<file path="config.mk">
export PLATFORM = sky130hd
export DESIGN_NAME = tsmc_median
export DESIGN_NICKNAME = d
export VERILOG_FILES = /design/src/touch_sample_median_calibrate_macros.svh /design/src/tsmc_pkg.sv /design/src/tsmc_median.sv
export SDC_FILE = /design/constraint.sdc
export NUM_CORES = 1
export LEC_CHECK = 0
export ABC_AREA = 1
export BUFFER_PORTS_ARGS = -buffer_cell sky130_fd_sc_hd__buf_2
export CORE_ASPECT_RATIO = 0.9
export CORE_MARGIN = 3
export CORE_UTILIZATION = 41
export CTS_CLUSTER_SIZE = 40
export DETAILED_ROUTE_END_ITERATION = 8
export GPL_TIMING_DRIVEN = 0
export PLACE_DENSITY = 0.69
export SYNTH_ARGS = -nofsm -noshare
export SYNTH_HDL_FRONTEND = slang
export SYNTH_SLANG_ARGS = --single-unit
</file>
<file path="constraint.sdc">
create_clock -name clk -period 4.4 [get_ports clk]
set_input_delay 0.22 -clock clk [delete_from_list [all_inputs] [get_ports clk]]
set_output_delay 0.22 -clock clk [all_outputs]
set_load 0.05 [all_outputs]
</file>
<file path="src/touch_sample_median_calibrate_macros.svh">
// Assertion macros for the touch sample median / calibration block.
// Included by the RTL files that carry concurrent checks; no other dependencies.
`ifndef TOUCH_SAMPLE_MEDIAN_CALIBRATE_MACROS_SVH
`define TOUCH_SAMPLE_MEDIAN_CALIBRATE_MACROS_SVH
`ifndef SYNTHESIS
// Check sampled on the rising clock edge, disabled while reset is asserted.
`define TSMC_ASSERT(label, clk, rst_n, prop, msg) \
  label: assert property (@(posedge clk) disable iff (!rst_n) (prop)) else $error(msg);
// Check sampled on the rising clock edge, also live during reset.
`define TSMC_ASSERT_ALWAYS(label, clk, prop, msg) \
  label: assert property (@(posedge clk) (prop)) else $error(msg);
`else
`define TSMC_ASSERT(label, clk, rst_n, prop, msg)
`define TSMC_ASSERT_ALWAYS(label, clk, prop, msg)
`endif
`endif

</file>
<file path="src/tsmc_pkg.sv">
// Shared types and constants for the touch sample median / calibration block.
// No dependencies; used by the interfaces, the stage modules and the top level.
package tsmc_pkg;

  localparam int WORD_W   = 16;
  localparam int RAW_W    = 12;
  localparam int COEF_W   = 32;
  localparam int FRAC_W   = 16;
  // signed coef x zero-extended raw sample
  localparam int PROD_W   = COEF_W + RAW_W + 1;
  // two products plus offset, exact
  localparam int SUM_W    = PROD_W + 2;
  localparam int SX_W     = 9;
  localparam int SY_W     = 8;
  localparam int CFG_IDX_W = 3;

  localparam logic [RAW_W-1:0] RAW_MAX = 12'd4095;

  // register indexes
  localparam logic [CFG_IDX_W-1:0] REG_CAL_VALID = 3'd0;
  localparam logic [CFG_IDX_W-1:0] REG_COEF_XX   = 3'd1;
  localparam logic [CFG_IDX_W-1:0] REG_COEF_XY   = 3'd2;
  localparam logic [CFG_IDX_W-1:0] REG_COEF_XO   = 3'd3;
  localparam logic [CFG_IDX_W-1:0] REG_COEF_YX   = 3'd4;
  localparam logic [CFG_IDX_W-1:0] REG_COEF_YY   = 3'd5;
  localparam logic [CFG_IDX_W-1:0] REG_COEF_YO   = 3'd6;

  // register reset values
  localparam logic                     RST_CAL_VALID = 1'b1;
  localparam logic signed [COEF_W-1:0] RST_COEF_XX   = 32'sd5653;
  localparam logic signed [COEF_W-1:0] RST_COEF_XY   = 32'sd0;
  localparam logic signed [COEF_W-1:0] RST_COEF_XO   = -32'sd1130600;
  localparam logic signed [COEF_W-1:0] RST_COEF_YX   = 32'sd0;
  localparam logic signed [COEF_W-1:0] RST_COEF_YY   = 32'sd4249;
  localparam logic signed [COEF_W-1:0] RST_COEF_YO   = -32'sd849800;

  typedef struct packed {
    logic                     cal_valid;
    logic signed [COEF_W-1:0] coef_xx;
    logic signed [COEF_W-1:0] coef_xy;
    logic signed [COEF_W-1:0] coef_xo;
    logic signed [COEF_W-1:0] coef_yx;
    logic signed [COEF_W-1:0] coef_yy;
    logic signed [COEF_W-1:0] coef_yo;
  } cfg_t;

  typedef struct packed {
    logic              pen_before;
    logic [WORD_W-1:0] x_word_1;
    logic [WORD_W-1:0] y_word_1;
    logic [WORD_W-1:0] x_word_2;
    logic [WORD_W-1:0] y_word_2;
    logic [WORD_W-1:0] x_word_3;
    logic [WORD_W-1:0] y_word_3;
    logic              pen_after;
  } in_beat_t;

  // stage 1: filtered samples
  typedef struct packed {
    logic             pressed;
    logic [RAW_W-1:0] raw_x;
    logic [RAW_W-1:0] raw_y;
  } s1_t;

  // stage 2: products
  typedef struct packed {
    logic                     pressed;
    logic [RAW_W-1:0]         raw_x;
    logic [RAW_W-1:0]         raw_y;
    logic signed [PROD_W-1:0] p_xx;
    logic signed [PROD_W-1:0] p_xy;
    logic signed [PROD_W-1:0] p_yx;
    logic signed [PROD_W-1:0] p_yy;
    logic [RAW_W-1:0]         lin_x;
    logic [RAW_W-1:0]         lin_y;
  } s2_t;

  // stage 3: affine sums
  typedef struct packed {
    logic                    pressed;
    logic [RAW_W-1:0]        raw_x;
    logic [RAW_W-1:0]        raw_y;
    logic signed [SUM_W-1:0] sum_x;
    logic signed [SUM_W-1:0] sum_y;
    logic [RAW_W-1:0]        lin_x;
    logic [RAW_W-1:0]        lin_y;
  } s3_t;

  // stage 4: result beat
  typedef struct packed {
    logic             pressed;
    logic [SX_W-1:0]  screen_x;
    logic [SY_W-1:0]  screen_y;
    logic [RAW_W-1:0] raw_x;
    logic [RAW_W-1:0] raw_y;
  } s4_t;

  // load strobes for the two-stage affine unit
  typedef struct packed {
    logic load_sum;
    logic load_out;
  } aff_ld_t;

endpackage

</file>
<file path="src/tsmc_median.sv">
// Stage 1: word-to-sample clamp and median of three per axis, registered.
// Depends on tsmc_pkg.
module tsmc_median (
  input  logic                 clk,
  input  logic                 load,
  input  tsmc_pkg::in_beat_t   beat,
  output tsmc_pkg::s1_t        s1
);

  function automatic logic [tsmc_pkg::RAW_W-1:0] to_sample(
    input logic [tsmc_pkg::WORD_W-1:0] w
  );
    // w >> 3 exceeds 4095 only when the top bit is set
    return w[tsmc_pkg::WORD_W-1] ? tsmc_pkg::RAW_MAX : w[tsmc_pkg::WORD_W-2:3];
  endfunction

  function automatic logic [tsmc_pkg::RAW_W-1:0] med3(
    input logic [tsmc_pkg::RAW_W-1:0] a,
    input logic [tsmc_pkg::RAW_W-1:0] b,
    input logic [tsmc_pkg::RAW_W-1:0] c
  );
    logic [tsmc_pkg::RAW_W-1:0] lo;
    logic [tsmc_pkg::RAW_W-1:0] hi;
    lo = (a < b) ? a : b;
    hi = (a < b) ? b : a;
    if (c <= lo) return lo;
    if (c >= hi) return hi;
    return c;
  endfunction

  tsmc_pkg::s1_t s1_nxt;
  tsmc_pkg::s1_t s1_r;

  always_comb begin
    s1_nxt.pressed = beat.pen_before & beat.pen_after;
    s1_nxt.raw_x   = '0;
    s1_nxt.raw_y   = '0;
    // released pen zeroes the samples so everything downstream reads zero
    if (s1_nxt.pressed) begin
      s1_nxt.raw_x = med3(to_sample(beat.x_word_1), to_sample(beat.x_word_2),
                          to_sample(beat.x_word_3));
      s1_nxt.raw_y = med3(to_sample(beat.y_word_1), to_sample(beat.y_word_2),
                          to_sample(beat.y_word_3));
    end
  end

  always_ff @(posedge clk) begin
    if (load) begin
      s1_r <= s1_nxt;
    end
  end

  assign s1 = s1_r;

endmodule

</file>
==> flow_metrics.tcl <==
set metrics [dict create \
    clockBufferDepth 2 \
    ant_nets 0 \
    dieHeight_um 108 \
    clk_pin_slew_ps 60 \
    htreeDepth 1 \
    max_cap_viol_count 0 \
    slew_headroom_pct 64.8 \
    cts_setup_buffers 0 \
    largest_reg_flops 25 \
    dieWidth_um 119 \
    grt_pass1_wl_um 21900 \
    slew_viol_final 0 \
    fmax_mhz 254 \
    yosysUniqueCellTypes 23 \
    io_pins 125 \
    final_common_cell "nand2_1" \
    yosysSeqAreaShare_pct 15.8 \
    setup_viol 0 \
    synth.net_count 946 \
    drc 0 \
    post-route-cell-area_um2 5550 \
    port-buffer-count 106 \
    vias 5116 \
    place_congestion 0.963 \
    hpwl_um 11900 \
    tightest_slew_ps 528 \
    initial_core_util_pct 42.8 \
    cts_inserted_buffers 3 \
    antenna-diode-count 0 \
    cts_resized 0 \
    p_per_area_nw_per_um2 284 \
    leakage_nw 3.18 \
    final_cell_mix "nand2_1 (197), buf_2 (122), inv_1 (120)" \
    drive_above_1_share_pct 19.0 \
    core_um2 11100 \
    overflow 0 \
    dieArea_um2 12900 \
    worstPathRequired_ps 4410 \
    finalNetCount 1057 \
    outcome "complete, no violations" \
    synth-warning-count 0 \
    fin_crit_ps 3940 \
    worstSetupPathType "input port to register" \
    grt_pass1_vias 4561 \
    clkSinkCount 25 \
    syn_avg_cell_area_um2 6.10 \
    hold_class "input port to register" \
    area_growth_pct 16.9 \
    arrival_ps 3950 \
    end_kind "register" \
    dr.pass1.iters 6 \
    finalHoldViolCount 0 \
    cts_tree "yes" \
    grt_usage_pct 20.8 \
    critPathCapture "s1[2]" \
    routedWlPerCell_um 13.2 \
    cts_root_buf "clkbuf_16" \
    ys_ff_latch 25 \
    startpoint "beat[80]" \
    start_kind "input port" \
    syn-cell-area_um2 4750 \
    routed_via_density 4.92 \
    placed_area_um2 5470 \
    grt_max_degree 26 \
    syn_inst 778 \
    setup_tns_ps 0 \
    drt_iter0_drc 315 \
    fin_crit_sh_pct 89.5 \
    routed_wl_um 13700 \
    ctsHoldBuffers 0 \
    path_max_fanout 10 \
    vdd_ir_drop_max_mv 0.151 \
    rsz0062_at_grt "no" \
    antenna_found_initial 0 \
    rows 36 \
]
## worst max-delay path, cell delays in order
cell      delay [ps]
buf_2            110
clkbuf_1         360
nor2_1           130
inv_1            100
ha_1             240
a21oi_1          160
o21a_1           340
clkbuf_1         400
nand4_1          190
and2_1           200
ha_1             280
nand2_1           70
nor2_1           200
nand4_1          110
a21oi_1          130
nor2_1            70
nor2_2           150
buf_2            240
nand2_1           70
inv_1             50
nand2_1           40
inv_1             50
nor2_1            40
## cells by family (layout without fill, tap and decap cells)
family / count (synthesis) / in the layout / share of synthesized area, %
simple gates: 480 / 480 / 47.5
buf+inv: 157 / 267 / 13.5
fa+ha+maj: 68 / 68 / 17.9
compound gates: 48 / 48 / 5.27
flops: 25 / 25 / 15.8
## through the flow
stage	utilization [%]	total power, mW	instances	setup WS, ps	hold slack [ps]
2_1_floorplan	-	1.11	778	972	332
3_3_place_gp	49.3	1.37	1036	77.5	758
3_5_place_dp	49.3	1.38	1036	87.9	752
4_1_cts	50.1	1.58	1040	337	488
5_1_grt	50.1	1.74	1040	15.8	514
6_report	50.1	1.58	1040	460	481
## worst min-delay path by stage
stage               from      to  depth (start not counted)
global placement    load  s1[23]                          1
finish              load  s1[22]                          1
global route        load  s1[17]                          1
detailed placement  load  s1[20]                          1
floorplan           load   s1[0]                          0
CTS                 load  s1[24]                          1
## final cells by class
class / count / area, um^2
buffer: 36 / 186
inverter: 121 / 454
fill: 1228 / 5530
multi-input combinational: 596 / 3360
clock inverter: 1 / 7.51
sequential: 25 / 751
clock buffer: 3 / 75.1
timing repair buffer: 106 / 531
tap: 152 / 190
## layer usage
metal	share of wire (%)	GRT usage, %	vias to the layer above
met3	4.9	1.67	16
met2	47	36.3	161
met5	0	0	-
met1	47	28.3	2173
met4	1.6	4.25	0
li1	-	-	2766
## synth_stat cells, drive strengths merged
library cell,count,area share [%]
clkbuf,16,1.3
o21ai,9,0.95
buf,20,2.6
a21oi,35,3.7
ha,68,18
and2,24,3.2
inv,121,9.6
nand4,76,10
nand2,205,17
nor2,90,7.3
edfxtp,25,16
nor2b,2,0.37
nor3,1,0.11
or2,22,2.9
o21a,3,0.47
nand3,60,6.9
o21bai,1,0.16
## power by group
group	switching [mW]	leakage (nW)	internal, mW	total [mW]
Sequential	0.00750	0.240	0.301	0.308
Clock	0.0723	0.0371	0.123	0.195
Combinational	0.701	2.90	0.374	1.07
Power figures use the tool's default switching activity.
