===== config.mk =====
export PLATFORM = sky130hd
export DESIGN_NAME = tsmc_mult
export DESIGN_NICKNAME = d
export VERILOG_FILES = /design/src/touch_sample_median_calibrate_macros.svh /design/src/tsmc_pkg.sv /design/src/tsmc_mult.sv
export SDC_FILE = /design/constraint.sdc
export NUM_CORES = 2
export LEC_CHECK = 0
export ABC_AREA = 1
export ABC_CLOCK_PERIOD_IN_PS = 7300
export BUFFER_PORTS_ARGS = -buffer_cell sky130_fd_sc_hd__buf_2
export CAP_MARGIN = 10
export CORE_MARGIN = 2
export CORE_UTILIZATION = 60
export CTS_BUF_LIST = sky130_fd_sc_hd__clkbuf_4
export DETAILED_ROUTE_END_ITERATION = 16
export MAX_ROUTING_LAYER = met4
export PLACE_DENSITY = 0.76
export SLEW_MARGIN = 20
export SYNTH_ARGS = -nofsm -noshare
export SYNTH_HDL_FRONTEND = slang
export SYNTH_SLANG_ARGS = --single-unit

===== constraint.sdc =====
create_clock -name clk -period 7.3 [get_ports clk]
set_input_delay 0.73 -clock clk [delete_from_list [all_inputs] [get_ports clk]]
set_output_delay 0.73 -clock clk [all_outputs]
set_load 0.02 [all_outputs]

===== src/touch_sample_median_calibrate_macros.svh =====
// Assertion macros for the touch sample median / calibration block.
// Included by the RTL files that carry concurrent checks; no other dependencies.
`ifndef TOUCH_SAMPLE_MEDIAN_CALIBRATE_MACROS_SVH
`define TOUCH_SAMPLE_MEDIAN_CALIBRATE_MACROS_SVH
`ifndef SYNTHESIS
// Check sampled on the rising clock edge, disabled while reset is asserted.
`define TSMC_ASSERT(label, clk, rst_n, prop, msg) \
  label: assert property (@(posedge clk) disable iff (!rst_n) (prop)) else $error(msg);
// Check sampled on the rising clock edge, also live during reset.
`define TSMC_ASSERT_ALWAYS(label, clk, prop, msg) \
  label: assert property (@(posedge clk) (prop)) else $error(msg);
`else
`define TSMC_ASSERT(label, clk, rst_n, prop, msg)
`define TSMC_ASSERT_ALWAYS(label, clk, prop, msg)
`endif
`endif


===== src/tsmc_pkg.sv =====
// Shared types and constants for the touch sample median / calibration block.
// No dependencies; used by the interfaces, the stage modules and the top level.
package tsmc_pkg;

  localparam int WORD_W   = 16;
  localparam int RAW_W    = 12;
  localparam int COEF_W   = 32;
  localparam int FRAC_W   = 16;
  // signed coef x zero-extended raw sample
  localparam int PROD_W   = COEF_W + RAW_W + 1;
  // two products plus offset, exact
  localparam int SUM_W    = PROD_W + 2;
  localparam int SX_W     = 9;
  localparam int SY_W     = 8;
  localparam int CFG_IDX_W = 3;

  localparam logic [RAW_W-1:0] RAW_MAX = 12'd4095;

  // register indexes
  localparam logic [CFG_IDX_W-1:0] REG_CAL_VALID = 3'd0;
  localparam logic [CFG_IDX_W-1:0] REG_COEF_XX   = 3'd1;
  localparam logic [CFG_IDX_W-1:0] REG_COEF_XY   = 3'd2;
  localparam logic [CFG_IDX_W-1:0] REG_COEF_XO   = 3'd3;
  localparam logic [CFG_IDX_W-1:0] REG_COEF_YX   = 3'd4;
  localparam logic [CFG_IDX_W-1:0] REG_COEF_YY   = 3'd5;
  localparam logic [CFG_IDX_W-1:0] REG_COEF_YO   = 3'd6;

  // register reset values
  localparam logic                     RST_CAL_VALID = 1'b1;
  localparam logic signed [COEF_W-1:0] RST_COEF_XX   = 32'sd5653;
  localparam logic signed [COEF_W-1:0] RST_COEF_XY   = 32'sd0;
  localparam logic signed [COEF_W-1:0] RST_COEF_XO   = -32'sd1130600;
  localparam logic signed [COEF_W-1:0] RST_COEF_YX   = 32'sd0;
  localparam logic signed [COEF_W-1:0] RST_COEF_YY   = 32'sd4249;
  localparam logic signed [COEF_W-1:0] RST_COEF_YO   = -32'sd849800;

  typedef struct packed {
    logic                     cal_valid;
    logic signed [COEF_W-1:0] coef_xx;
    logic signed [COEF_W-1:0] coef_xy;
    logic signed [COEF_W-1:0] coef_xo;
    logic signed [COEF_W-1:0] coef_yx;
    logic signed [COEF_W-1:0] coef_yy;
    logic signed [COEF_W-1:0] coef_yo;
  } cfg_t;

  typedef struct packed {
    logic              pen_before;
    logic [WORD_W-1:0] x_word_1;
    logic [WORD_W-1:0] y_word_1;
    logic [WORD_W-1:0] x_word_2;
    logic [WORD_W-1:0] y_word_2;
    logic [WORD_W-1:0] x_word_3;
    logic [WORD_W-1:0] y_word_3;
    logic              pen_after;
  } in_beat_t;

  // stage 1: filtered samples
  typedef struct packed {
    logic             pressed;
    logic [RAW_W-1:0] raw_x;
    logic [RAW_W-1:0] raw_y;
  } s1_t;

  // stage 2: products
  typedef struct packed {
    logic                     pressed;
    logic [RAW_W-1:0]         raw_x;
    logic [RAW_W-1:0]         raw_y;
    logic signed [PROD_W-1:0] p_xx;
    logic signed [PROD_W-1:0] p_xy;
    logic signed [PROD_W-1:0] p_yx;
    logic signed [PROD_W-1:0] p_yy;
    logic [RAW_W-1:0]         lin_x;
    logic [RAW_W-1:0]         lin_y;
  } s2_t;

  // stage 3: affine sums
  typedef struct packed {
    logic                    pressed;
    logic [RAW_W-1:0]        raw_x;
    logic [RAW_W-1:0]        raw_y;
    logic signed [SUM_W-1:0] sum_x;
    logic signed [SUM_W-1:0] sum_y;
    logic [RAW_W-1:0]        lin_x;
    logic [RAW_W-1:0]        lin_y;
  } s3_t;

  // stage 4: result beat
  typedef struct packed {
    logic             pressed;
    logic [SX_W-1:0]  screen_x;
    logic [SY_W-1:0]  screen_y;
    logic [RAW_W-1:0] raw_x;
    logic [RAW_W-1:0] raw_y;
  } s4_t;

  // load strobes for the two-stage affine unit
  typedef struct packed {
    logic load_sum;
    logic load_out;
  } aff_ld_t;

endpackage


===== src/tsmc_mult.sv =====
// Stage 2: the four affine products and the linear scale products, registered.
// Depends on tsmc_pkg.
module tsmc_mult #(
  parameter int SCREEN_WIDTH  = 320,
  parameter int SCREEN_HEIGHT = 240
) (
  input  logic           clk,
  input  logic           load,
  input  tsmc_pkg::cfg_t cfg,
  input  tsmc_pkg::s1_t  s1,
  output tsmc_pkg::s2_t  s2
);

  localparam int DIM_W = 13;
  localparam int LIN_W = tsmc_pkg::RAW_W + DIM_W;
  localparam logic [DIM_W-1:0] W_DIM = DIM_W'(SCREEN_WIDTH);
  localparam logic [DIM_W-1:0] H_DIM = DIM_W'(SCREEN_HEIGHT);

  tsmc_pkg::s2_t s2_nxt;
  tsmc_pkg::s2_t s2_r;

  logic signed [tsmc_pkg::RAW_W:0] rx_s;
  logic signed [tsmc_pkg::RAW_W:0] ry_s;
  logic [LIN_W-1:0]                lin_px;
  logic [LIN_W-1:0]                lin_py;

  always_comb begin
    rx_s = $signed({1'b0, s1.raw_x});
    ry_s = $signed({1'b0, s1.raw_y});
    // rx * W / 4096: product stays below 2^24
    lin_px = LIN_W'(s1.raw_x) * LIN_W'(W_DIM);
    lin_py = LIN_W'(s1.raw_y) * LIN_W'(H_DIM);

    s2_nxt.pressed = s1.pressed;
    s2_nxt.raw_x   = s1.raw_x;
    s2_nxt.raw_y   = s1.raw_y;
    s2_nxt.p_xx    = tsmc_pkg::PROD_W'(cfg.coef_xx) * tsmc_pkg::PROD_W'(rx_s);
    s2_nxt.p_xy    = tsmc_pkg::PROD_W'(cfg.coef_xy) * tsmc_pkg::PROD_W'(ry_s);
    s2_nxt.p_yx    = tsmc_pkg::PROD_W'(cfg.coef_yx) * tsmc_pkg::PROD_W'(rx_s);
    s2_nxt.p_yy    = tsmc_pkg::PROD_W'(cfg.coef_yy) * tsmc_pkg::PROD_W'(ry_s);
    s2_nxt.lin_x   = lin_px[tsmc_pkg::RAW_W+11:12];
    s2_nxt.lin_y   = lin_py[tsmc_pkg::RAW_W+11:12];
  end

  always_ff @(posedge clk) begin
    if (load) begin
      s2_r <= s2_nxt;
    end
  end

  assign s2 = s2_r;

endmodule


==> metrics.yaml <==
setup_path:
  crit_arrival_ns: 6.33
  end_kind: "flop"
  crit_required_ns: 8.02
  cp-start-kind: "input pin"
  crit_path_end: "s2[181]"
  crit_type: "in -> reg"
  startpoint: "s1[21]"
  worstPathMaxFanout: 34
routing:
  routedWlPerCell_um: 15.95
  first_pass_iters: 6
  post_drt_via_cell_ratio: 5.039
  drtIter0Drc: 3698
  antenna_left: 0
  vias: 55190
  drc: 0
  wirelength_um: 174700
sta:
  relSlewSlack_pct: 33.41
  tightest_slew_ns: 0.9988
  rsz0062_at_grt: "no"
  period_share_pct: 76.91
  tns_ns: 0
  slew_violations: 0
  min_period_ns: 5.615
  max_clock_freq_mhz: 178.1
  hold_violations: 0
  setup_violations: 0
layout:
  synthToLayoutAreaGrowth_pct: 6.174
  final_common_cell: "inv_1"
  drive_above_1_share_pct: 6.271
  post-route-cell-area_um2: 71950
  largest_reg_flops: 222
  final_cell_mix: "3,005 x inv_1, 2,957 x nand2_1, 1,372 x fa_1"
  nets: 11410
  fillerInstances: 9907
yosys:
  synth.avg_cell_area_um2: 7.385
  syn_inst: 9176
  ys_seq_elements: 222
  synth_top_area_cell: "fa_1"
  synth_seq_area_share_pct: 9.838
  synth_top_area_share_pct: 40.53
  synth_area_um2: 67760
  synth.area.top_cells: "fa_1 41%, inv_1 17%, nand2_1 16%, edfxtp_1 9.8%, ha_1 8.0%"
  yosysWarningCount: 0
  yosysUniqueCellTypes: 38
global_routing:
  grt.total_usage_pct: 32.21
  grt_start_max_net_pins: 120
  globalRouteOverflowTotal: 0
  grt_pass1_vias: 57800
  grt_antenna_before_repair: 23
  grt_pass1_wl_um: 290000
floorplanning:
  die-area_um2: 115600
  io_pins: 449
  coreArea_um2: 112200
  rows: 123
  die_w_um: 340.1
  start_util_pct: 60.40
  die_h_um: 340.1
status:
  status: "complete, no violations"
placement:
  placed_area_um2: 70970
  place.gp.congestion: 1.007
  port_buffers: 376
  dp_hpwl_um: 147900
cts:
  ctsLongestPathBuffers: 3
  cts_sinks: 222
  cts_root_buffer: "clkbuf_4"
  cts_resized: 0
  clk_pin_slew_ns: 0.07
  post-cts-setup-buffer-count: 0
  numCtsBuffers: 61
  h-tree-depth: 2
  cts_tree: "done"
flow_run:
  max-cap-violations: 0
worst_hold_path:
  min_path_type: "in -> reg"
==> metrics by stage <==
stage / hold slack [ns] / cells / worst slack (ns) / util [%]
6_report: 0.2611 / 10950 / 1.685 / 64.13
2_1_floorplan: 0.8289 / 9182 / 1.690 / -
3_5_place_dp: 0.9111 / 10820 / 1.027 / 63.26
5_1_grt: 0.1969 / 10950 / 1.544 / 64.12
4_1_cts: 0.1761 / 10920 / 1.843 / 64.06
3_3_place_gp: 0.9063 / 10820 / 1.037 / 63.26
==> cells by family (layout without fill, tap and decap cells) <==
family / Yosys count / count (layout) / synth area share [%]
flip-flops: 222 / 222 / 9.838
adder cells (fa/ha/maj): 1805 / 1805 / 48.53
XOR/XNOR: 90 / 90 / 1.163
AND/OR/NAND/NOR: 3572 / 3572 / 20.62
other: 1 / 37 / 0.005534
AO/OA/AOI/OAI: 175 / 175 / 1.470
buffers and inverters: 3311 / 3553 / 18.38
==> cells in the mapped netlist <==
library cell / n
inv_1: 3005
nand2_1: 2957
fa_1: 1372
ha_1: 433
nor2_1: 325
clkbuf_1: 262
edfxtp_1: 222
nand3_1: 171
a21oi_1: 126
xor2_1: 74
nand4_1: 52
buf_1: 34
nand2_2: 26
xnor2_1: 16
o21ai_0: 13
nor2_2: 12
o21bai_1: 11
o21a_1: 10
nand3_2: 9
buf_4: 7
or2_1: 6
nand3b_1: 5
o21bai_2: 5
nor3_1: 4
a21o_1: 2
a21oi_2: 2
inv_2: 2
nor2_4: 2
nor3_2: 2
a211oi_1: 1
a31oi_1: 1
and2_1: 1
clkinv_1: 1
conb_1: 1
o2111ai_1: 1
o21ai_1: 1
o21bai_4: 1
o31ai_1: 1
==> worst min-delay path by stage <==
stage / from / endpoint / depth (start not counted)
6_report: cfg[32] / s2[24] / 3
5_1_grt: s1[13] / s2[217] / 1
4_1_cts: cfg[32] / s2[24] / 3
3_5_place_dp: s1[24] / s2[228] / 1
3_3_place_gp: s1[24] / s2[228] / 1
2_1_floorplan: s1[0] / s2[204] / 0
==> worst max-delay path, cell delays in order <==
cell	delay (ns)
dlygate4sd3_1	0.52
buf_2	0.13
buf_4	0.42
nand2_1	0.13
fa_1	0.52
inv_1	0.06
fa_1	0.55
fa_1	0.43
fa_1	0.49
inv_1	0.05
fa_1	0.48
inv_1	0.04
ha_1	0.43
nand2_1	0.22
nor2_1	0.26
nand2_1	0.14
nor2_1	0.16
nand2_1	0.07
nand3_1	0.22
xor2_1	0.28
==> area by class of cell <==
type	count	area [um^2]	area share, %
clock buffer	74	555.5	0.7721
antenna	30	75.07	0.1043
sequential	222	6666	9.265
inverter	3008	11290	15.69
multi-input combinational	5649	48670	67.64
tap	1500	1877	2.609
clock inverter	33	330.3	0.4591
timing repair buffer	438	2487	3.457
==> layer usage <==
metal / vias up / routed length, um / share of wire, % / track usage, %
li1: 25930 / - / - / -
met1: 26960 / 69970 / 40 / 41.33
met2: 1997 / 85860 / 49 / 53.66
met3: 312 / 14140 / 8.1 / 4.474
met4: 0 / 4711 / 2.7 / 9.135
met5: - / 0 / 0 / -
==> timing repair <==
item,4_1_cts,5_1_grt
endpoints found under the hold margin,2,0
hold buffers,2,0
setup endpoints to repair,0,0
Power is left out: the tool's default activity adds up to more than one toggle a clock period on the data nets, which glitch-free logic cannot reach.
