**config.mk**
```make
export PLATFORM = sky130hd
export DESIGN_NAME = tsmc_affine
export DESIGN_NICKNAME = d
export VERILOG_FILES = /design/src/touch_sample_median_calibrate_macros.svh /design/src/tsmc_pkg.sv /design/src/tsmc_affine.sv
export SDC_FILE = /design/constraint.sdc
export NUM_CORES = 1
export LEC_CHECK = 0
export ABC_CLOCK_PERIOD_IN_PS = 4300
export BUFFER_PORTS_ARGS = -buffer_cell sky130_fd_sc_hd__clkbuf_2
export CORE_AREA = 2 2 183 185
export CTS_BUF_LIST = sky130_fd_sc_hd__clkbuf_16
export DETAILED_ROUTE_END_ITERATION = 7
export DIE_AREA = 0 0 185 187
export GPL_ROUTABILITY_DRIVEN = 0
export PLACE_DENSITY_LB_ADDON = 0.15
export SLEW_MARGIN = 20
export SYNTH_ARGS = -nofsm -noshare
export SYNTH_HDL_FRONTEND = slang
export SYNTH_SLANG_ARGS = --single-unit
```
**constraint.sdc**
```tcl
create_clock -name clk -period 4.3 [get_ports clk]
set_input_delay 0.86 -clock clk [delete_from_list [all_inputs] [get_ports clk]]
set_output_delay 0.86 -clock clk [all_outputs]
set_load 0.005 [all_outputs]
```
**src/touch_sample_median_calibrate_macros.svh**
```systemverilog
// Assertion macros for the touch sample median / calibration block.
// Included by the RTL files that carry concurrent checks; no other dependencies.
`ifndef TOUCH_SAMPLE_MEDIAN_CALIBRATE_MACROS_SVH
`define TOUCH_SAMPLE_MEDIAN_CALIBRATE_MACROS_SVH
`ifndef SYNTHESIS
// Check sampled on the rising clock edge, disabled while reset is asserted.
`define TSMC_ASSERT(label, clk, rst_n, prop, msg) \
  label: assert property (@(posedge clk) disable iff (!rst_n) (prop)) else $error(msg);
// Check sampled on the rising clock edge, also live during reset.
`define TSMC_ASSERT_ALWAYS(label, clk, prop, msg) \
  label: assert property (@(posedge clk) (prop)) else $error(msg);
`else
`define TSMC_ASSERT(label, clk, rst_n, prop, msg)
`define TSMC_ASSERT_ALWAYS(label, clk, prop, msg)
`endif
`endif

```
**src/tsmc_pkg.sv**
```systemverilog
// Shared types and constants for the touch sample median / calibration block.
// No dependencies; used by the interfaces, the stage modules and the top level.
package tsmc_pkg;

  localparam int WORD_W   = 16;
  localparam int RAW_W    = 12;
  localparam int COEF_W   = 32;
  localparam int FRAC_W   = 16;
  // signed coef x zero-extended raw sample
  localparam int PROD_W   = COEF_W + RAW_W + 1;
  // two products plus offset, exact
  localparam int SUM_W    = PROD_W + 2;
  localparam int SX_W     = 9;
  localparam int SY_W     = 8;
  localparam int CFG_IDX_W = 3;

  localparam logic [RAW_W-1:0] RAW_MAX = 12'd4095;

  // register indexes
  localparam logic [CFG_IDX_W-1:0] REG_CAL_VALID = 3'd0;
  localparam logic [CFG_IDX_W-1:0] REG_COEF_XX   = 3'd1;
  localparam logic [CFG_IDX_W-1:0] REG_COEF_XY   = 3'd2;
  localparam logic [CFG_IDX_W-1:0] REG_COEF_XO   = 3'd3;
  localparam logic [CFG_IDX_W-1:0] REG_COEF_YX   = 3'd4;
  localparam logic [CFG_IDX_W-1:0] REG_COEF_YY   = 3'd5;
  localparam logic [CFG_IDX_W-1:0] REG_COEF_YO   = 3'd6;

  // register reset values
  localparam logic                     RST_CAL_VALID = 1'b1;
  localparam logic signed [COEF_W-1:0] RST_COEF_XX   = 32'sd5653;
  localparam logic signed [COEF_W-1:0] RST_COEF_XY   = 32'sd0;
  localparam logic signed [COEF_W-1:0] RST_COEF_XO   = -32'sd1130600;
  localparam logic signed [COEF_W-1:0] RST_COEF_YX   = 32'sd0;
  localparam logic signed [COEF_W-1:0] RST_COEF_YY   = 32'sd4249;
  localparam logic signed [COEF_W-1:0] RST_COEF_YO   = -32'sd849800;

  typedef struct packed {
    logic                     cal_valid;
    logic signed [COEF_W-1:0] coef_xx;
    logic signed [COEF_W-1:0] coef_xy;
    logic signed [COEF_W-1:0] coef_xo;
    logic signed [COEF_W-1:0] coef_yx;
    logic signed [COEF_W-1:0] coef_yy;
    logic signed [COEF_W-1:0] coef_yo;
  } cfg_t;

  typedef struct packed {
    logic              pen_before;
    logic [WORD_W-1:0] x_word_1;
    logic [WORD_W-1:0] y_word_1;
    logic [WORD_W-1:0] x_word_2;
    logic [WORD_W-1:0] y_word_2;
    logic [WORD_W-1:0] x_word_3;
    logic [WORD_W-1:0] y_word_3;
    logic              pen_after;
  } in_beat_t;

  // stage 1: filtered samples
  typedef struct packed {
    logic             pressed;
    logic [RAW_W-1:0] raw_x;
    logic [RAW_W-1:0] raw_y;
  } s1_t;

  // stage 2: products
  typedef struct packed {
    logic                     pressed;
    logic [RAW_W-1:0]         raw_x;
    logic [RAW_W-1:0]         raw_y;
    logic signed [PROD_W-1:0] p_xx;
    logic signed [PROD_W-1:0] p_xy;
    logic signed [PROD_W-1:0] p_yx;
    logic signed [PROD_W-1:0] p_yy;
    logic [RAW_W-1:0]         lin_x;
    logic [RAW_W-1:0]         lin_y;
  } s2_t;

  // stage 3: affine sums
  typedef struct packed {
    logic                    pressed;
    logic [RAW_W-1:0]        raw_x;
    logic [RAW_W-1:0]        raw_y;
    logic signed [SUM_W-1:0] sum_x;
    logic signed [SUM_W-1:0] sum_y;
    logic [RAW_W-1:0]        lin_x;
    logic [RAW_W-1:0]        lin_y;
  } s3_t;

  // stage 4: result beat
  typedef struct packed {
    logic             pressed;
    logic [SX_W-1:0]  screen_x;
    logic [SY_W-1:0]  screen_y;
    logic [RAW_W-1:0] raw_x;
    logic [RAW_W-1:0] raw_y;
  } s4_t;

  // load strobes for the two-stage affine unit
  typedef struct packed {
    logic load_sum;
    logic load_out;
  } aff_ld_t;

endpackage

```
**src/tsmc_affine.sv**
```systemverilog
// Stages 3 and 4: affine sums, then divide by 65536, clamp and select.
// Depends on tsmc_pkg.
module tsmc_affine #(
  parameter int SCREEN_WIDTH  = 320,
  parameter int SCREEN_HEIGHT = 240
) (
  input  logic              clk,
  input  tsmc_pkg::aff_ld_t ld,
  input  tsmc_pkg::cfg_t    cfg,
  input  tsmc_pkg::s2_t     s2,
  output tsmc_pkg::s4_t     s4
);

  localparam int SUM_W = tsmc_pkg::SUM_W;
  localparam int Q_W   = SUM_W - 1 - tsmc_pkg::FRAC_W;
  localparam logic [tsmc_pkg::RAW_W-1:0] LIM_X = tsmc_pkg::RAW_W'(SCREEN_WIDTH - 1);
  localparam logic [tsmc_pkg::RAW_W-1:0] LIM_Y = tsmc_pkg::RAW_W'(SCREEN_HEIGHT - 1);

  // Negative sums truncate toward zero to a value <= 0, which clamps to 0,
  // so only non-negative sums need the shifted quotient.
  function automatic logic [tsmc_pkg::RAW_W-1:0] clamp_q(
    input logic signed [SUM_W-1:0]  sum,
    input logic [tsmc_pkg::RAW_W-1:0] lim
  );
    logic [Q_W-1:0] q;
    q = sum[SUM_W-2:tsmc_pkg::FRAC_W];
    if (sum[SUM_W-1]) return '0;
    if (q > Q_W'(lim)) return lim;
    return q[tsmc_pkg::RAW_W-1:0];
  endfunction

  tsmc_pkg::s3_t s3_nxt;
  tsmc_pkg::s3_t s3_r;
  tsmc_pkg::s4_t s4_nxt;
  tsmc_pkg::s4_t s4_r;

  logic [tsmc_pkg::RAW_W-1:0] sx;
  logic [tsmc_pkg::RAW_W-1:0] sy;

  always_comb begin
    s3_nxt.pressed = s2.pressed;
    s3_nxt.raw_x   = s2.raw_x;
    s3_nxt.raw_y   = s2.raw_y;
    s3_nxt.lin_x   = s2.lin_x;
    s3_nxt.lin_y   = s2.lin_y;
    s3_nxt.sum_x   = SUM_W'(s2.p_xx) + SUM_W'(s2.p_xy) + SUM_W'(cfg.coef_xo);
    s3_nxt.sum_y   = SUM_W'(s2.p_yx) + SUM_W'(s2.p_yy) + SUM_W'(cfg.coef_yo);
  end

  always_comb begin
    if (cfg.cal_valid) begin
      sx = clamp_q(s3_r.sum_x, LIM_X);
      sy = clamp_q(s3_r.sum_y, LIM_Y);
    end else begin
      sx = s3_r.lin_x;
      sy = s3_r.lin_y;
    end
    s4_nxt.pressed  = s3_r.pressed;
    s4_nxt.raw_x    = s3_r.raw_x;
    s4_nxt.raw_y    = s3_r.raw_y;
    s4_nxt.screen_x = s3_r.pressed ? sx[tsmc_pkg::SX_W-1:0] : '0;
    s4_nxt.screen_y = s3_r.pressed ? sy[tsmc_pkg::SY_W-1:0] : '0;
  end

  always_ff @(posedge clk) begin
    if (ld.load_sum) begin
      s3_r <= s3_nxt;
    end
    if (ld.load_out) begin
      s4_r <= s4_nxt;
    end
  end

  assign s4 = s4_r;

endmodule

```
==> flow_summary.toml <==
[clock_network]
clockBufferDepth = 2
cts.hold.buffers_added = 0
htree_levels = 4
cts_made_buffers = 17
cts_tree = "built"
cts_sinks = 146
cts_resized = 0
path_clk_slew_ns = 0.07
postCtsSetupRepairBufs = 0
clk_latency_ns = 0.42
cts_root_buffer = "clkbuf_16"

[min_path]
hold_end = "s4[21]"
hold_depth = 0
min_from = "s3_r[139]"
hp-class = "reg2reg"

[routing]
wirelength_mm = 26.7
antenna_left = 0
wl_per_cell_um = 14.9
drtIter0Drc = 306
firstDrtPassIters = 4
avgViaCountPerCell = 4.72
drc = 0
num_vias = 8459

[floorplan]
die_h_um = 187
rows = 67
core_area_mm2 = 0.0329
start_util_pct = 33.7
dieWidth_um = 185
die-area_mm2 = 0.0346
ios = 467

[critical_path]
cp_max_fo = 3
worst_path_max_delay_cell = "fa_1"
r2r_cells = 7
cp.required_ns = 4.47
rr_startpoint = "s3_r[63]"
max_stage_delay_ns = 0.54
path_depth = 15
startpoint_type = "primary input"
crit_top_cell = "inv_1"
critPathTopFamily = "compound AO/OA/AOI/OAI gates"
path_cells = "clkbuf_2 -> inv_1 -> fa_1 -> inv_1 -> ha_1 -> a21o_1 -> a2bb2oi_1 -> o21ai_1 -> a311oi_1 -> buf_4 -> o21ai_0 -> a21oi_1 -> nor2b_1 -> o21bai_1 -> xor2_1"
worstPathArrival_ns = 3.86
r2r_slack_ns = 1.86
end_kind = "flop"
worstReg2RegEnd = "s4[25]"
worst-path-buf-inv = 4
timing_worst_setup_path_type = "in2reg"

[timing]
slew_headroom_pct = 56.0
hold_violations = 0
skew_ns = 0.00720
final.setup.tns_ns = 0
maxSlewViolCount = 0
setup_viol = 0
tightest_slew_ns = 0.660
fin_ws_ns = 0.607
period_needed_ns = 3.69
period_share_pct = 85.9
fmax_ghz = 0.271
rsz0062_at_grt = "false"

[yosys]
synth_nets = 1592
synth-seq-cells = 146
synth-seq-area-share_pct = 39.5
synth-async-reset-ratio_pct = 0
syn_inst = 989
avgSynthCellArea_um2 = 11.2
synth-main-ff-cell = "edfxtp_1"
synth_area_leaders = "edfxtp_1 (40%), fa_1 (16%), ha_1 (10%), a21oi_1 (3.7%), inv_1 (3.6%)"
synth_cell_types = 59
mappedNetlistArea_mm2 = 0.0111
yosys_warnings = 0
synth_edf_count = 146
synth.top_cell.area_share_pct = 39.5
synth_area_leader_cell = "edfxtp_1"

[pwr]
p_leak_nw = 6.41
irDropWorstVdd_v = 0.000226
p_per_area_mw_per_mm2 = 385

[placement]
dpl_worst_slack_ns = 0.150
dp_cells = 1758
io_buffers = 331
dp_hpwl_mm = 22.3

[cells_and_area]
fin_cells = 1793
syn_to_final_growth_pct = 25.5
drive_gt1_share_pct = 28.3
fin_nets = 1933

[global_route]
first_global_vias = 8407
grt_usage_pct = 15.3
gr-total-overflow = 0
grt_pass1_wl_mm = 42.1
grt_start_max_net_pins = 58
grt_antenna_before_repair = 8

[outcome]
status = "complete, no violations"

[flow_run]
maxCapViolations = 0
## synth_stat cells (4+ instances only)
library cell	count
ha_1	90
a211oi_1	4
nand3_1	20
o21bai_1	15
mux2i_1	14
a21o_1	44
a31oi_1	11
a21oi_1	83
inv_1	105
nor2_1	61
o211ai_1	4
edfxtp_1	146
clkbuf_1	16
nand4_1	19
and3_1	8
nor3_1	10
nor2b_1	26
nand2b_1	5
o21ai_1	4
xnor2_1	34
xor2_1	24
fa_1	88
o21ai_0	40
o21a_1	6
nor4_1	12
nand2_1	48
a211o_1	4
and2_1	4
## worst reg2reg max path, cell delays in order (launching register included)
cell	delay (ns)
edfxtp_1	0.35
or4_1	0.54
nor4_1	0.41
nand4_1	0.37
nor2_1	0.20
nor2_1	0.06
mux2i_1	0.19
nor2b_1	0.07
## final cells by class
cell class,instances,area [µm²]
Antenna cell,2,5.00
Clock buffer,17,425
Clock inverter,15,149
Fill cell,3292,18900
Inverter,105,394
Multi-Input combinational cell,722,6250
Sequential cell,146,4380
Tap cell,448,561
Timing Repair Buffer,338,1740
## layer usage
layer | vias up | GRT usage [%] | routed length (µm)
li1 | 4242 | - | -
met3 | 22 | 4.77 | 2170
met4 | 10 | 2.93 | 167
met2 | 267 | 22.4 | 11300
met5 | - | 0 | 71
met1 | 3918 | 22.4 | 13000
## how the worst max path moves through the flow
stage,start,end
after global routing,cfg[10],s3_r[64]
after global placement,cfg[8],s3_r[64]
after CTS,cfg[8],s3_r[64]
after detailed placement,cfg[8],s3_r[64]
after floorplan,cfg[99],s3_r[101]
final,cfg[99],s3_r[101]
## cells in the final DEF (no fill, tap or decap), types with 11 or more instances in the layout
cell type,count
mux2i_1,14
xor2_1,24
a21o_1,44
nand4_1,19
nor4_1,12
edfxtp_1,146
inv_1,105
nor2_1,61
o21ai_0,40
nand2_1,48
ha_1,90
nand3_1,20
clkbuf_16,17
o21bai_1,15
a31oi_1,11
xnor2_1,34
nor2b_1,26
a21oi_1,83
clkbuf_2,330
fa_1,88
## logic make-up after synthesis
logic type / after synthesis / synth area share [%]
flip-flops: 146 / 39.5
XOR/XNOR: 58 / 4.58
AO/OA/AOI/OAI: 247 / 14.4
adder cells (fa/ha/maj): 178 / 26.0
buffers and inverters: 121 / 4.10
multiplexers: 15 / 1.37
AND/OR/NAND/NOR: 224 / 10.0
## metrics by stage
step	power (mW)	util [%]	hold WS (ns)	instance area, µm²
2_1_floorplan	3.32	-	0.400	11100
3_3_place_gp	3.94	40.5	0.400	13300
3_5_place_dp	3.95	40.5	0.405	13300
4_1_cts	5.43	42.2	0.420	13900
5_1_grt	5.74	42.3	0.427	13900
6_report	5.36	42.3	0.418	13900
## sequential cells by signal (all words and copies together), names as in the netlist
signal	count
s4	42
s3_r	104
## power by group
| part | leakage, nW | internal [mW] | switching (mW) | total (mW) |
|---|---|---|---|---|
| sequential | 1.44 | 1.92 | 0.0780 | 1.99 |
| combinational | 4.70 | 0.849 | 1.08 | 1.93 |
| clock | 0.279 | 0.814 | 0.623 | 1.44 |
(Power assumes the default switching activity.)
